**src/rtl/core/phased_pump_profile_controller_assert.svh**
```systemverilog
// Assertion macros for the pump profile controller.
`ifndef PHASED_PUMP_PROFILE_CONTROLLER_ASSERT_SVH
`define PHASED_PUMP_PROFILE_CONTROLLER_ASSERT_SVH
// Assert that a condition implies a consequent in the same cycle.
`define PPPC_ASSERT_IMP(label, cond, cons, msg) \
    label: assert property (@(posedge i_clk) disable iff (!i_rst_n) (cond) |-> (cons)) \
        else $error(msg);
// Assert that a condition implies a consequent in the next cycle.
`define PPPC_ASSERT_NEXT(label, cond, cons, msg) \
    label: assert property (@(posedge i_clk) disable iff (!i_rst_n) (cond) |=> (cons)) \
        else $error(msg);
`endif

```
**src/rtl/core/pppc_divider.sv**
```systemverilog
// Shared restoring divider, one quotient bit per cycle, 40 by 32 bits.
module pppc_divider (
    input  logic        i_clk,
    input  logic        i_rst_n,
    input  logic        i_start,
    input  logic [39:0] i_num,
    input  logic [31:0] i_den,
    output logic        o_busy,
    output logic [39:0] o_quot
);
    logic [39:0] r_q, n_q;
    logic [32:0] r_rem, n_rem;
    logic [5:0]  r_cnt, n_cnt;
    logic [31:0] r_den;
    logic [32:0] w_sh;

    // Shift in the next numerator bit and try a subtract.
    always_comb begin
        w_sh = {r_rem[31:0], r_q[39]};
        n_q = {r_q[38:0], 1'b0};
        n_rem = w_sh;
        n_cnt = r_cnt;
        if (r_cnt != 6'd0) begin
            n_cnt = r_cnt - 6'd1;
            if (w_sh >= {1'b0, r_den}) begin
                n_rem = w_sh - {1'b0, r_den};
                n_q[0] = 1'b1;
            end
        end else begin
            n_q = r_q;
            n_rem = r_rem;
        end
    end

    always_ff @(posedge i_clk) begin
        if (!i_rst_n) begin
            r_cnt <= '0;
        end else if (i_start) begin
            r_cnt <= 6'd40;
        end else begin
            r_cnt <= n_cnt;
        end
        if (i_start) begin
            r_q <= i_num;
            r_rem <= '0;
            r_den <= i_den;
        end else begin
            r_q <= n_q;
            r_rem <= n_rem;
        end
    end

    assign o_busy = (r_cnt != 6'd0);
    assign o_quot = r_q;
endmodule

```
**config.mk**
```make
export PLATFORM = sky130hd
export DESIGN_NAME = pppc_divider
export DESIGN_NICKNAME = d
export VERILOG_FILES = /design/src/rtl/core/phased_pump_profile_controller_assert.svh /design/src/rtl/core/pppc_divider.sv
export SDC_FILE = /design/constraint.sdc
export NUM_CORES = 1
export LEC_CHECK = 0
export BUFFER_PORTS_ARGS = -buffer_cell sky130_fd_sc_hd__buf_2
export CORE_ASPECT_RATIO = 1.75
export CORE_MARGIN = 2
export CORE_UTILIZATION = 40
export CTS_CLUSTER_SIZE = 8
export DETAILED_ROUTE_END_ITERATION = 7
export SLEW_MARGIN = 25
export SYNTH_ARGS = -nofsm -noshare
export SYNTH_HDL_FRONTEND = slang
export SYNTH_SLANG_ARGS = --single-unit
```
**constraint.sdc**
```tcl
create_clock -name i_clk -period 6.66 [get_ports i_clk]
set_clock_uncertainty 0.05 [all_clocks]
set_input_delay 0.333 -clock i_clk [delete_from_list [all_inputs] [get_ports i_clk]]
set_output_delay 0.333 -clock i_clk [all_outputs]
set_load 0.01 [all_outputs]
```
==> results of run 1 <==
worst max-delay path by stage:
stage,endpoint,cells past startpoint,slack [ns],from
finish,r_rem[30],10,2.89,r_den[20]
global route,r_rem[30],10,2.61,r_den[20]
CTS,r_rem[30],10,2.90,r_den[20]
detailed placement,r_rem[30],10,2.95,r_den[20]
global placement,r_rem[30],10,3.02,r_den[20]
floorplan,o_quot[0],7,3.56,r_cnt[0]
power groups by stage:
stage | Clock, uW | Sequential, uW | Combinational (uW)
2_1_floorplan | 0 | 1030 | 1050
3_3_place_gp | 0 | 1040 | 1380
3_5_place_dp | 0 | 1040 | 1400
4_1_cts | 585 | 1030 | 1410
5_1_grt | 610 | 1050 | 1580
6_report | 568 | 1030 | 1420
state kept, by name, indices dropped and copies added, names as in the netlist:
| signal | cells |
|---|---|
| o_quot | 40 |
| r_den | 32 |
| r_rem | 32 |
| r_cnt | 6 |
cell type report:
| class | instances | area, sq um |
|---|---|---|
| tap | 186 | 232.7 |
| clock inverter | 7 | 91.34 |
| timing repair buffer | 118 | 600.6 |
| multi-input combinational | 443 | 3098 |
| inverter | 42 | 157.7 |
| fill | 1458 | 8061 |
| sequential | 110 | 2923 |
| clock buffer | 9 | 225.2 |
cells in the final DEF (no fill, tap or decap), drive strengths merged, types with 3 or more instances in the layout:
cell and count:
a211oi 5, a21boi 3, a21o 11, a21oi 36, a311oi 20, a31oi 10
a32oi 3, a41oi 3, and2 9, and3 9, buf 118, clkbuf 9
dfxtp 38, edfxtp 72, ha 33, inv 47, mux2 41, nand2 67
nand2b 5, nand3 12, nand4 11, nor2 51, nor3 13, o211ai 6
o21a 3, o21ai 21, o21bai 3, o22ai 5, o31ai 3, or3 4
or3b 3, xnor2 9, xor2 16
logic make-up after synthesis:
kind of cell             share of synthesized area (%)
AND/OR/NAND/NOR                                  14.66
AO/OA/AOI/OAI                                    16.42
flip-flops                                       46.33
buffers and inverters                            4.780
multiplexers                                     7.477
adder cells (fa/ha/maj)                          6.862
XOR/XNOR                                         3.471
worst reg2reg max path: stages (launching register included):
cell       delay, ns
edfxtp_1        0.33
inv_1           0.04
ha_1            0.43
nand2_1         0.14
nor2_1          0.11
nor4b_1         0.06
or4_4           0.57
a2111oi_4       0.39
or3_1           0.78
nand2_1         0.44
o31ai_1         0.34
routing by layer:
metal,vias to the layer above,track usage [%],share of wire (%)
li1,2511,-,-
met4,0,6.790,2.1
met3,22,3.778,4.5
met2,144,34.96,55
met5,-,0,0
met1,2451,20.24,39
per-stage QoR:
stage	setup slack [ns]	hold slack (ns)	utilization, %	total power, uW	cell area, sq um
after CTS	2.900	0.07618	47.58	3024	7322
after global placement	3.016	0.4211	45.52	2415	7005
final	2.887	0.08894	47.62	3014	7328
after detailed placement	2.949	0.4389	45.52	2443	7005
after floorplan	3.559	0.3819	-	2081	6309
after global routing	2.610	0.07309	47.62	3240	7328
Yosys cell counts, types with 4 or more instances:
library cell  instances  share of area, %
edfxtp_1             72                34
nand2_1              67               4.0
nor2_1               51               3.0
inv_1                41               2.4
mux2_2               41               7.3
dfxtp_1              38                12
a21oi_1              36               2.9
ha_1                 33               6.5
clkbuf_1             27               1.6
o21ai_0              21               1.7
a311oi_1             20               2.8
xor2_1               16               2.2
nand3_1              12              0.95
nor3_1               12              0.95
a21o_1               11               1.3
nand4_1              11               1.1
a31oi_1               9              0.89
and3_1                9              0.89
xnor2_1               9               1.2
and2_1                8              0.79
o211ai_1              6              0.71
a211oi_1              5              0.60
nand2b_1              5              0.50
o22ai_1               5              0.50
or3_1                 4              0.40
==> impl_results.md, run 1 <==
* Status: finished, final reports clean
* CP dominant cell by count: nand2_1
* Setup violators final at 0
* Die height at 170.1 um
* Initial core utilization at roughly two fifths
* Peak supply drop at 0.0001840 V
* R2R Path End: r_rem[30]
* Antenna diodes at 0
* Core area at approximately 0.015 sq mm
* Syn Area/Cell at a little over 10 sq um
* Cell Area, Synth at roughly 0.0063 sq mm
* Slowest cell on crit path: or3_1
* DR WL/cell at 16.99 um
* Combinational share of power at 47.0%
* Clock buffer depth at 2
* Internal at approximately 1700 uW
* Final TNS setup at 0 ns
* WS Path Type: reg2reg
* Slew @ Worst Pin at 0.9864 ns
* Full die area at roughly 0.017 sq mm
* Total track usage at a little under a fifth
* Layout Cells excl Fill at between 900 and 1000
* Cell leakage power at ~0.0031 uW
* GRT Residual Overflow at 0
* Setup crit end kind: register
* Crit path time final at approximately 3.8 ns
* Critical Path Fanout Max at 24
* Global-route wire length before repair at between 20000 and 30000 um
* Detail Route Antenna Nets at 0
* Slew Limit Fails at 0
* Post-synth EDFFs at 72
* Fmax at 0.2650 GHz
* Ports at 116
* I/O Buffers at approximately 120
* Post-CTS Setup Inserts at 0
* CP arrival at about 4 ns
* Syn Nets at between 700 and 800
* Total routed wirelength at ~16000 um
* Flip-flop and latch count after synthesis at 110
* Worst Hold Launch: i_den[28]
* # DRC at 0
* Tightest Hold Check Type: in2reg
* Reg2Reg Depth at 10
* CTS Hold Bufs at 0
* Max_cap viols at 0
* Htree depth at 3
* Area Overhead vs Synth at 16.16%
* Fin. Hold Viols at 0
* Crit path required time at ~7 ns
* Hold depth at 1
* Via count at 5128
* Crit-path cells: inv_1, ha_1, nand2_1, nor2_1, nor4b_1, or4_4, a2111oi_4, or3_1, nand2_1, o31ai_1
* Crit share post-route at 56.66%
* Asr flop ratio synth at 0%
* Post-synthesis sequential area ratio at a little under half
* Seq pwr share at about a third
* Layout cells sized above 1 at 25.93%
* GP Congestion at slightly below 0.9
* Die X at ~99 um
* WP buf/inv at 1
* Hold endpoint: r_den[28]
* Vias in the first global route at roughly 5200
* Synth unique cells at 62
* CTS clk-pin slew, worst paths at roughly 0.09 ns
* PostCTS Resize Cnt at 0
* Most used flip-flop cell after synthesis: edfxtp_1
* Worst path max stage delay at a little under 0.8 ns
* CTS Sinks at between 100 and 150
* Clock network power share at 18.8%
* Final HPWL DP at 11350 um
* Power density cells at roughly 410 mW/mm^2
* Total CTS buffers at 9
* Row cnt at 60
* Largest net degree at the start of global routing at between 50 and 60
* Max_slew headroom at around 34%
* Family with the most delay on the worst path: simple AND/OR/NAND/NOR gates
* Clk Tree Root Cell: clkbuf_16
* Post-Syn Instances at between 600 and 700
* Drt pass-1 iters at 4
* Startpoint types: register
* Setup repair after global routing missed its margin: false
* Dpl cells at 899
* RR Startpoint: r_den[20]
* Psw at around 1300 uW
* DR vias/cell at between 5 and 6
* Reg2Reg Setup Slack at a little under 3 ns
* TritonCTS clock tree: done
* Worst-skew pair later-pin latency at ~0.36 ns
* Synth Warn # at 0
* Drt initial violations at between 200 and 250
* Sw Share at around 42%
* Final net count at 833
* Antenna violations before repair at 0
(Power assumes the default switching activity.)
==> inputs of run 2 (changes only) <==
--- a/config.mk
+++ b/config.mk
@@ -5,6 +5,7 @@
 export SDC_FILE = /design/constraint.sdc
 export NUM_CORES = 1
 export LEC_CHECK = 0
+export ABC_AREA = 1
 export BUFFER_PORTS_ARGS = -buffer_cell sky130_fd_sc_hd__buf_2
 export CORE_ASPECT_RATIO = 1.75
 export CORE_MARGIN = 2
==> constraint.sdc (replaced) <==
create_clock -name i_clk -period 3.9 [get_ports i_clk]
set_clock_uncertainty 0.05 [all_clocks]
set_input_delay 0.195 -clock i_clk [delete_from_list [all_inputs] [get_ports i_clk]]
set_output_delay 0.195 -clock i_clk [all_outputs]
set_load 0.01 [all_outputs]
==> run 2 against run 1 <==
Critical path depth increased by 6. Combinational power increased by 110%. Core utilization increased by 0.60 points. Non-clock buffer count increased by 35. Critical path type unchanged. Critical endpoint is now r_rem[28].
==> impl_results.md, run 2 <==
* Power density cells at 639.2 mW/mm^2
* Fin. Hold Viols at 0
* Status: finished, final reports clean
* Full die area at 0.01929 sq mm
* Post-Syn Instances at ~1000
* Via count at ~6600
* # DRC at 0
* GRT Residual Overflow at 0
* Drt initial violations at between 150 and 200
* Flip-flop and latch count after synthesis at between 100 and 150
* CP arrival at between 2 and 3 ns
* WS Path Type: reg2reg
* Post-synth EDFFs at 72
* Global-route wire length before repair at 32490 um
* DR WL/cell at about 14 um
* Ports at 116
* Total routed wirelength at just under 20000 um
* Max_slew headroom at 41.05%
* Crit share post-route at approximately 65%
* Setup repair after global routing missed its margin: false
* Cell Area, Synth at between 0.007 and 0.008 sq mm
* Die X at between 100 and 150 um
* Crit path time final at roughly 2.5 ns
* Most common cell after layout, fill and taps aside: nand2_1
* Crit path capture: r_rem[28]
* Synth top area share at between 20% and 30%
* CTS clk-pin slew, worst paths at approximately 0.070 ns
* Post-synth top cells: 423 x nand2_1, 173 x inv_1, 78 x nand3_1
* Total CTS buffers at 9
* Pre-CTS WS at about 1.3 ns
* Most frequent cells in the layout: 423 x nand2_1, 171 x inv_1, 115 x buf_2
* Seq pwr share at a little under a third
* Row cnt at 65
* Slowest cell on crit path: fa_1
* Antenna diodes at 0
* Final Cell Area at approximately 0.0086 sq mm
* Largest net degree at the start of global routing at 75
* Asr flop ratio synth at 0%
* Largest register FFs at 40
* Final TNS setup at 0 ns
* Slew Limit Fails at 0
* TritonCTS clock tree: done
* Fillers at approximately 1900
* Total track usage at ~22%
* I/O Buffers at around 120
* Setup crit end kind: register
* Critical Path Fanout Max at 4
* Combinational share of power at approximately 54%
* Synth unique cells at 38
* Most used flip-flop cell after synthesis: edfxtp_1
* Post-CTS Setup Inserts at 0
* CTS Sinks at 110
* Max_cap viols at 0
* Htree depth at 3
* Internal at just over 3000 uW
* Psw at roughly 2500 uW
* GP Congestion at 0.9652
* Clk Tree Root Cell: clkbuf_16
* Clock buffer depth at 2
* Syn Area/Cell at between 7 and 8 sq um
* Antenna violations before repair at 0
* Drt pass-1 iters at 4
* Dominant cell type by area after synthesis: edfxtp_1
* Clock network power share at between 10% and 20%
* Detail Route Antenna Nets at 0
* Worst setup path start: o_quot[39]
* WP buf/inv at 2
* R2R Path End: r_rem[28]
* DR vias/cell at 4.684
* Tightest Hold Check Type: in2reg
* Count leader, synth: nand2_1
* Core area at 0.01789 sq mm
* Synth area leaders: edfxtp_1 30%, nand2_1 22%, dfxtp_1 10%, inv_1 8.9%, ha_1 5.7%
* Startpoint types: register
* Slew @ Worst Pin at 0.8843 ns
* Sequential cell area at between 0.002 and 0.003 sq mm
* Sw Share at 44.83%
* Family with the most delay on the worst path: simple AND/OR/NAND/NOR gates
* Final net count at between 1000 and 1500
* Cell leakage power at approximately 0.0047 uW
* Placed instance area at 0.008044 sq mm
* WP depth at 16
* Crit-path cells: inv_1, ha_1, inv_1, fa_1, nand3_1, nand3_1, nand2_1, nand2_1, nand2_1, nand2_1, nand2_1, nand2_1, nand2_1, nand3_1, nand2_1, nand2_1
* RR Startpoint: o_quot[39]
* Reg2Reg Setup Slack at between 1 and 1.5 ns
* Syn Nets at 1134
* Final WS setup at ~1.4 ns
* Setup violators final at 0
* Final HPWL DP at roughly 15000 um
* Multi-input logic area at between 0.003 and 0.004 sq mm
* Peak supply drop at between 0.0003 and 0.0004 V
* Area Overhead vs Synth at 18.78%
* CP dominant cell by count: nand2_1
* Worst path max stage delay at between 0.4 and 0.5 ns
* Power, Total at 5514 uW
* Crit path required time at 4.11 ns
* Vias in the first global route at just under 7000
* Fmax at 0.3946 GHz
* PostCTS Resize Cnt at 0
* Worst-skew pair later-pin latency at roughly 0.37 ns
* Layout cells sized above 1 at approximately 16%
* Reg2Reg Depth at 16
* Util after Layout at between 40% and 50%
* Die height at approximately 180 um
* Initial core utilization at about two fifths
* Post-synthesis sequential area ratio at about two fifths
* Synth Warn # at 0
-- run 2: cells by family (layout without fill, tap and decap cells) --
| group | Yosys count | in the layout | synth area share (%) |
|---|---|---|---|
| compound gates | 46 | 46 | 3.600 |
| buf+inv | 208 | 353 | 11.51 |
| xor+xnor | 16 | 16 | 1.929 |
| flops | 110 | 110 | 40.24 |
| simple gates | 611 | 611 | 36.76 |
| fa+ha+maj | 34 | 34 | 5.960 |
-- run 2: power by group through the flow --
| stage | clock (uW) | sequential, uW | combinational [uW] |
|---|---|---|---|
| 4_1_cts | 896 | 1700 | 2990 |
| 3_3_place_gp | 0 | 1720 | 2940 |
| 2_1_floorplan | 0 | 1730 | 2240 |
| 6_report | 859 | 1700 | 2950 |
| 5_1_grt | 927 | 1740 | 3370 |
| 3_5_place_dp | 0 | 1720 | 2960 |
-- run 2: timing repair --
item / 4_1_cts / 5_1_grt
endpoints found under the hold margin: 32 / 0
endpoints found under the setup margin: 0 / 0
hold buffers: 32 / 0
-- run 2: per-stage QoR --
step	std cells	hold slack [ns]
after floorplan	1025	0.2439
after global placement	1356	0.3218
after detailed placement	1356	0.3232
after CTS	1404	0.02270
after global routing	1404	0.04661
final	1404	0.03767
-- run 2: worst min path at each step --
stage	from	end	slack, ns	cells past startpoint
6_report	i_rst_n	r_cnt[3]	0.04	3
5_1_grt	i_num[4]	o_quot[4]	0.05	3
4_1_cts	i_rst_n	r_cnt[3]	0.02	3
3_5_place_dp	i_den[8]	r_den[8]	0.32	1
3_3_place_gp	i_den[28]	r_den[28]	0.32	1
2_1_floorplan	i_den[0]	r_den[0]	0.24	0
-- run 2: tightest hold or removal path, cell delays in order --
cell and delay [ns]:
buf_2 0.10, inv_1 0.08, a31oi_1 0.04
-- run 2: layout make-up --
| cell class | instances | share of cell area, % |
|---|---|---|
| Timing Repair Buffer | 153 | 11.05 |
| Tap cell | 234 | 3.394 |
| Multi-Input combinational cell | 707 | 40.62 |
| Clock inverter | 3 | 0.2611 |
| Clock buffer | 13 | 2.785 |
| Inverter | 184 | 8.006 |
| Sequential cell | 110 | 33.88 |
-- run 2: layer usage --
metal / vias up / global-route usage [%] / part of all wire (%)
li1: 3451 / - / -
met1: 2940 / 21.52 / 38
met2: 148 / 42.09 / 55
met3: 38 / 3.143 / 3.4
met4: 0 / 11.37 / 4.1
met5: - / 0 / 0
